$ cat src/sv/ccm_pkg.sv
`default_nettype none

package ccm_pkg;

  // opcodes carried in the input tuser
  localparam logic [1:0] OP_HIT   = 2'd0;
  localparam logic [1:0] OP_EOE   = 2'd1;
  localparam logic [1:0] OP_QUERY = 2'd2;

  // plane codes
  localparam logic [1:0] PLANE_A = 2'd0;
  localparam logic [1:0] PLANE_B = 2'd1;
  localparam logic [1:0] PLANE_C = 2'd2;

  // configuration register indexes
  localparam logic [1:0] REG_THR_A = 2'd0;
  localparam logic [1:0] REG_THR_B = 2'd1;
  localparam logic [1:0] REG_THR_C = 2'd2;

  localparam int          ThrWidth  = 16;
  localparam logic [15:0] THR_A_RST = 16'd100;
  localparam logic [15:0] THR_B_RST = 16'd40;
  localparam logic [15:0] THR_C_RST = 16'd40;

  // ratio in thousandths of a percent
  localparam int          RatioWidth  = 17;
  localparam logic [16:0] RATIO_SCALE = 17'd100000;

  localparam int OutCountWidth = 32;
  localparam int InDataWidth   = 48;
  localparam int OutDataWidth  = 88;

endpackage

`default_nettype wire

$ cat src/sv/ccm_ratio.sv
`default_nettype none

// serial floor(1e5*num/den) clamped to 1e5 (0 if den=0), one add-compare per cycle
module ccm_ratio #(
  parameter int W = 32
) (
  input  wire logic                            clk_i,
  input  wire logic                            rst_ni,
  input  wire logic                            start_i,
  input  wire logic [W-1:0]                    num_i,
  input  wire logic [W-1:0]                    den_i,
  output logic                                 done_o,
  output logic [ccm_pkg::RatioWidth-1:0]       ratio_o
);

  localparam int RW = ccm_pkg::RatioWidth;

  logic          busy_q, phase_q, done_q;
  logic [4:0]    bit_q;
  logic [W-1:0]  rem_q, r_q, den_q;
  logic [RW-1:0] quo_q, res_q;

  logic [W:0]    sum;
  logic          ge;
  logic [W-1:0]  rem_nx;
  logic [RW-1:0] quo_nx;

  // shared adder: doubling step or add-numerator step
  assign sum    = {1'b0, rem_q} + {1'b0, (phase_q ? r_q : rem_q)};
  assign ge     = (sum >= {1'b0, den_q});
  assign rem_nx = ge ? W'(sum - {1'b0, den_q}) : sum[W-1:0];
  assign quo_nx = phase_q ? (quo_q + RW'(ge)) : {quo_q[RW-2:0], ge};

  always_ff @(posedge clk_i or negedge rst_ni) begin
    if (!rst_ni) begin
      busy_q  <= 1'b0;
      phase_q <= 1'b0;
      done_q  <= 1'b0;
      bit_q   <= '0;
    end else begin
      done_q <= 1'b0;
      if (start_i) begin
        phase_q <= 1'b0;
        bit_q   <= 5'd16;
        if (den_i == '0) begin
          done_q <= 1'b1;
        end else if (num_i >= den_i) begin
          done_q <= 1'b1;
        end else begin
          busy_q <= 1'b1;
        end
      end else if (busy_q) begin
        if (!phase_q && ccm_pkg::RATIO_SCALE[bit_q]) begin
          phase_q <= 1'b1;
        end else if (bit_q == 5'd0) begin
          busy_q <= 1'b0;
          done_q <= 1'b1;
        end else begin
          bit_q   <= bit_q - 5'd1;
          phase_q <= 1'b0;
        end
      end
    end
  end

  always_ff @(posedge clk_i) begin
    if (start_i) begin
      den_q <= den_i;
      r_q   <= num_i;
      rem_q <= '0;
      quo_q <= '0;
      if (den_i == '0) begin
        res_q <= '0;
      end else begin
        res_q <= ccm_pkg::RATIO_SCALE;
      end
    end else if (busy_q) begin
      rem_q <= rem_nx;
      quo_q <= quo_nx;
      res_q <= (quo_nx > ccm_pkg::RATIO_SCALE) ? ccm_pkg::RATIO_SCALE : quo_nx;
    end
  end

  assign done_o  = done_q;
  assign ratio_o = res_q;

endmodule

`default_nettype wire

$ cat config.mk
export PLATFORM = sky130hd
export DESIGN_NAME = ccm_ratio
export DESIGN_NICKNAME = d
export VERILOG_FILES = /design/src/sv/ccm_pkg.sv /design/src/sv/ccm_ratio.sv
export SDC_FILE = /design/constraint.sdc
export NUM_CORES = 1
export LEC_CHECK = 0
export BUFFER_PORTS_ARGS = -buffer_cell sky130_fd_sc_hd__buf_2
export CELL_PAD_IN_SITES_DETAIL_PLACEMENT = 1
export CELL_PAD_IN_SITES_GLOBAL_PLACEMENT = 2
export CORE_MARGIN = 5
export CORE_UTILIZATION = 40
export DETAILED_ROUTE_END_ITERATION = 10
export PLACE_DENSITY_LB_ADDON = 0.25
export SLEW_MARGIN = 15
export SYNTH_ARGS = -nofsm -noshare
export SYNTH_HDL_FRONTEND = slang
export SYNTH_SLANG_ARGS = --single-unit
$ cat constraint.sdc
create_clock -name clk_i -period 21.2 [get_ports clk_i]
set_input_delay 4.24 -clock clk_i [delete_from_list [all_inputs] [get_ports clk_i]]
set_output_delay 4.24 -clock clk_i [all_outputs]
set_load 0.01 [all_outputs]
==> flow_metrics.env <==
export IMPL_antenna_left=0
export IMPL_syn_nets=1347
export IMPL_holdPathStages=2
export IMPL_clock_sinks=138
export IMPL_maxCapViolCount=0
export IMPL_antenna_found_initial=0
export IMPL_avgSynthCellArea_sq_um=8.869
export IMPL_setup_viol=0
export IMPL_path_max_fanout=44
export IMPL_routabilityCongestion=0.8495
export IMPL_reg2regPathDepth=30
export IMPL_synth_distinct_cells=75
export IMPL_grt_pass1_vias=9311
export IMPL_design_die_area_sq_um=29400
export IMPL_hold_buffers=0
export IMPL_totalWireLength_um=30580
export IMPL_status="completed"
export IMPL_hold_violations=0
export IMPL_synthArstFlopShare_pct=5.797
export IMPL_rsz0062_at_grt="false"
export IMPL_finalClockSkew_ns=0.01302
export IMPL_clk_pin_slew_ns=0.06
export IMPL_drt_iter0_drc=438
export IMPL_critical_path_arrival_ns=8.87
export IMPL_critPathRequiredTime_ns=21.36
export IMPL_finalNonFillerCells=1586
export IMPL_path_class="flop to flop"
export IMPL_ys_flop_type="edfxtp_1"
export IMPL_drc=0
export IMPL_core_sq_um=25840
export IMPL_synth_edf_count=81
export IMPL_final_cell_mix="nor2_1, ha_1, a21oi_1"
export IMPL_rows=59
export IMPL_syn2layout_area_growth_pct=12.22
export IMPL_cts_resized=0
export IMPL_ys_seq_area_share_pct=34.64
export IMPL_syn_inst=1176
export IMPL_ioPinCount=85
export IMPL_critPathSlowestCell="dfrtp_2"
export IMPL_slew_headroom_pct=17.72
export IMPL_dp_hpwl_um=23330
export IMPL_overflow=0
export IMPL_layout_commonest_cell="nor2_1"
export IMPL_wl_per_cell_um=19.28
export IMPL_dpl_cell_area_sq_um=11120
export IMPL_fillers=3091
export IMPL_grt_pass1_wl_um=50300
export IMPL_period_share_pct=41.08
export IMPL_drt_pass1_iterations=5
export IMPL_start_util_pct=40.37
export IMPL_cts_tree="built"
export IMPL_insertion_delay_ns=0.43
export IMPL_startpoint_type="flop"
export IMPL_ys_ff_latch=138
export IMPL_die_h_um=171.5
export IMPL_clock_path_buffers=2
export IMPL_dp_cells=1554
export IMPL_syn_area_sq_um=10430
export IMPL_vias=8952
export IMPL_cts_htree_levels=4
export IMPL_cp_slowest_stage_delay_ns=0.75
export IMPL_numPortBuffers=84
export IMPL_grt_max_degree=69
export IMPL_worst_setup_path_end_kind="flop"
export IMPL_max_freq_ghz=0.1148
export IMPL_finalCriticalPeriod_ns=8.709
export IMPL_cts_inserted_buffers=17
export IMPL_setup_tns_ns=0
export IMPL_nets=1409
export IMPL_dieWidth_um=171.5
export IMPL_slew_violations=0
export IMPL_holdWs_ns=0.4880
export IMPL_grt_usage_pct=21.46
export IMPL_fin_area_sq_um=11710
export IMPL_root_buffer="clkbuf_16"
export IMPL_diodes=0
export IMPL_worstMarginPinSlew_ns=1.223
export IMPL_avgViaCountPerCell=5.644
export IMPL_drive_gt1_share_pct=13.51
export IMPL_yosys_warnings=0
export IMPL_cts_setup_buffers=0
export IMPL_hold_class="flop to flop"
final timing paths:
path,from,endpoint,slack (ns)
worst min-delay path,rem_q[2],rem_q[2],0.49
worst min register to register,rem_q[2],rem_q[2],0.49
max in group asynchronous,rst_ni,phase_q,17.36
worst max register to register,phase_q,ratio_o[0],12.49
min in group asynchronous,rst_ni,bit_q[1],3.64
worst max-delay path,phase_q,ratio_o[0],12.49
per-stage QoR:
stage | util, % | setup slack [ns]
2_1_floorplan | - | 13.36
3_5_place_dp | 43.05 | 12.60
4_1_cts | 45.30 | 12.60
5_1_grt | 45.30 | 11.73
3_3_place_gp | 43.05 | 12.77
6_report | 45.30 | 12.49
Yosys cell counts, drive strengths merged (5+ instances only):
cell type    n  share of area (%)
and3        11               0.66
o211ai       8               0.58
o31ai       10               0.77
nand4       21                1.3
inv         94                3.4
clkbuf      32                1.2
nor2       123                4.4
edfxtp      81                 23
dfrtp        8                1.9
xnor2       37                3.1
o21ai       57                2.7
nand2b      12               0.72
nor3        20               0.96
a21o        39                2.8
nor2b       14               0.84
xor2        16                1.3
a211oi      32                2.5
buf         14               0.71
a31o         6               0.50
a21oi       96                4.6
a21boi       6               0.47
a311oi      10               0.84
mux2        31                3.3
mux2i       22                2.1
nor4        14               0.84
nand3       26                1.2
a41oi        6               0.50
o21bai       5               0.36
and2         9               0.54
dfxtp       49                9.4
or3          5               0.30
o21a        12               0.86
a31oi       13               0.78
ha         102                 12
nand2       79                2.8
registers in the layout, indices dropped and copies added, names as in the netlist:
register	count
rem_q	32
ratio_o	17
bit_q	5
den_q	32
phase_q	1
quo_q	17
r_q	32
done_o	1
busy_q	1
worst max-delay path: cells and delay by family, from the launching register on:
family	cells	cell delay, ns
AO/OA/AOI/OAI	16	4.41
adder cells (fa/ha/maj)	4	1.09
AND/OR/NAND/NOR	7	1.07
buffers and inverters	2	0.96
flip-flops	1	0.75
XOR/XNOR	1	0.14
cell families (layout without fill, tap and decap cells):
family                   after synthesis  in the layout  share of synthesized area, %
AO/OA/AOI/OAI                        336            336                         21.63
XOR/XNOR                              53             53                         4.451
adder cells (fa/ha/maj)              104            104                         12.62
buffers and inverters                141            216                         5.278
flip-flops                           138            138                         34.64
multiplexers                          53             53                         5.458
AND/OR/NAND/NOR                      351            351                         15.92
cell type report:
class                           count  area [sq um]  share of cell area (%)
Inverter                           95         356.6                   3.046
Multi-Input combinational cell    897          6271                   53.58
Sequential cell                   138          3616                   30.89
Tap cell                          335         419.2                   3.581
Clock inverter                     10         117.6                   1.005
Clock buffer                       22         464.2                   3.966
Timing Repair Buffer               89         460.4                   3.934
layer usage:
metal / part of all wire, % / wire length [um] / global-route usage [%] / vias up
li1: - / - / - / 4453
met1: 50 / 15160 / 31.13 / 4320
met2: 45 / 13680 / 33.45 / 148
met3: 3.3 / 1024 / 2.666 / 31
met4: 2.4 / 719 / 6.614 / 0
met5: 0 / 0 / 0 / -
Power is not shown: default switching activity piles up to over one toggle a cycle in this logic, so the estimate is an artifact.
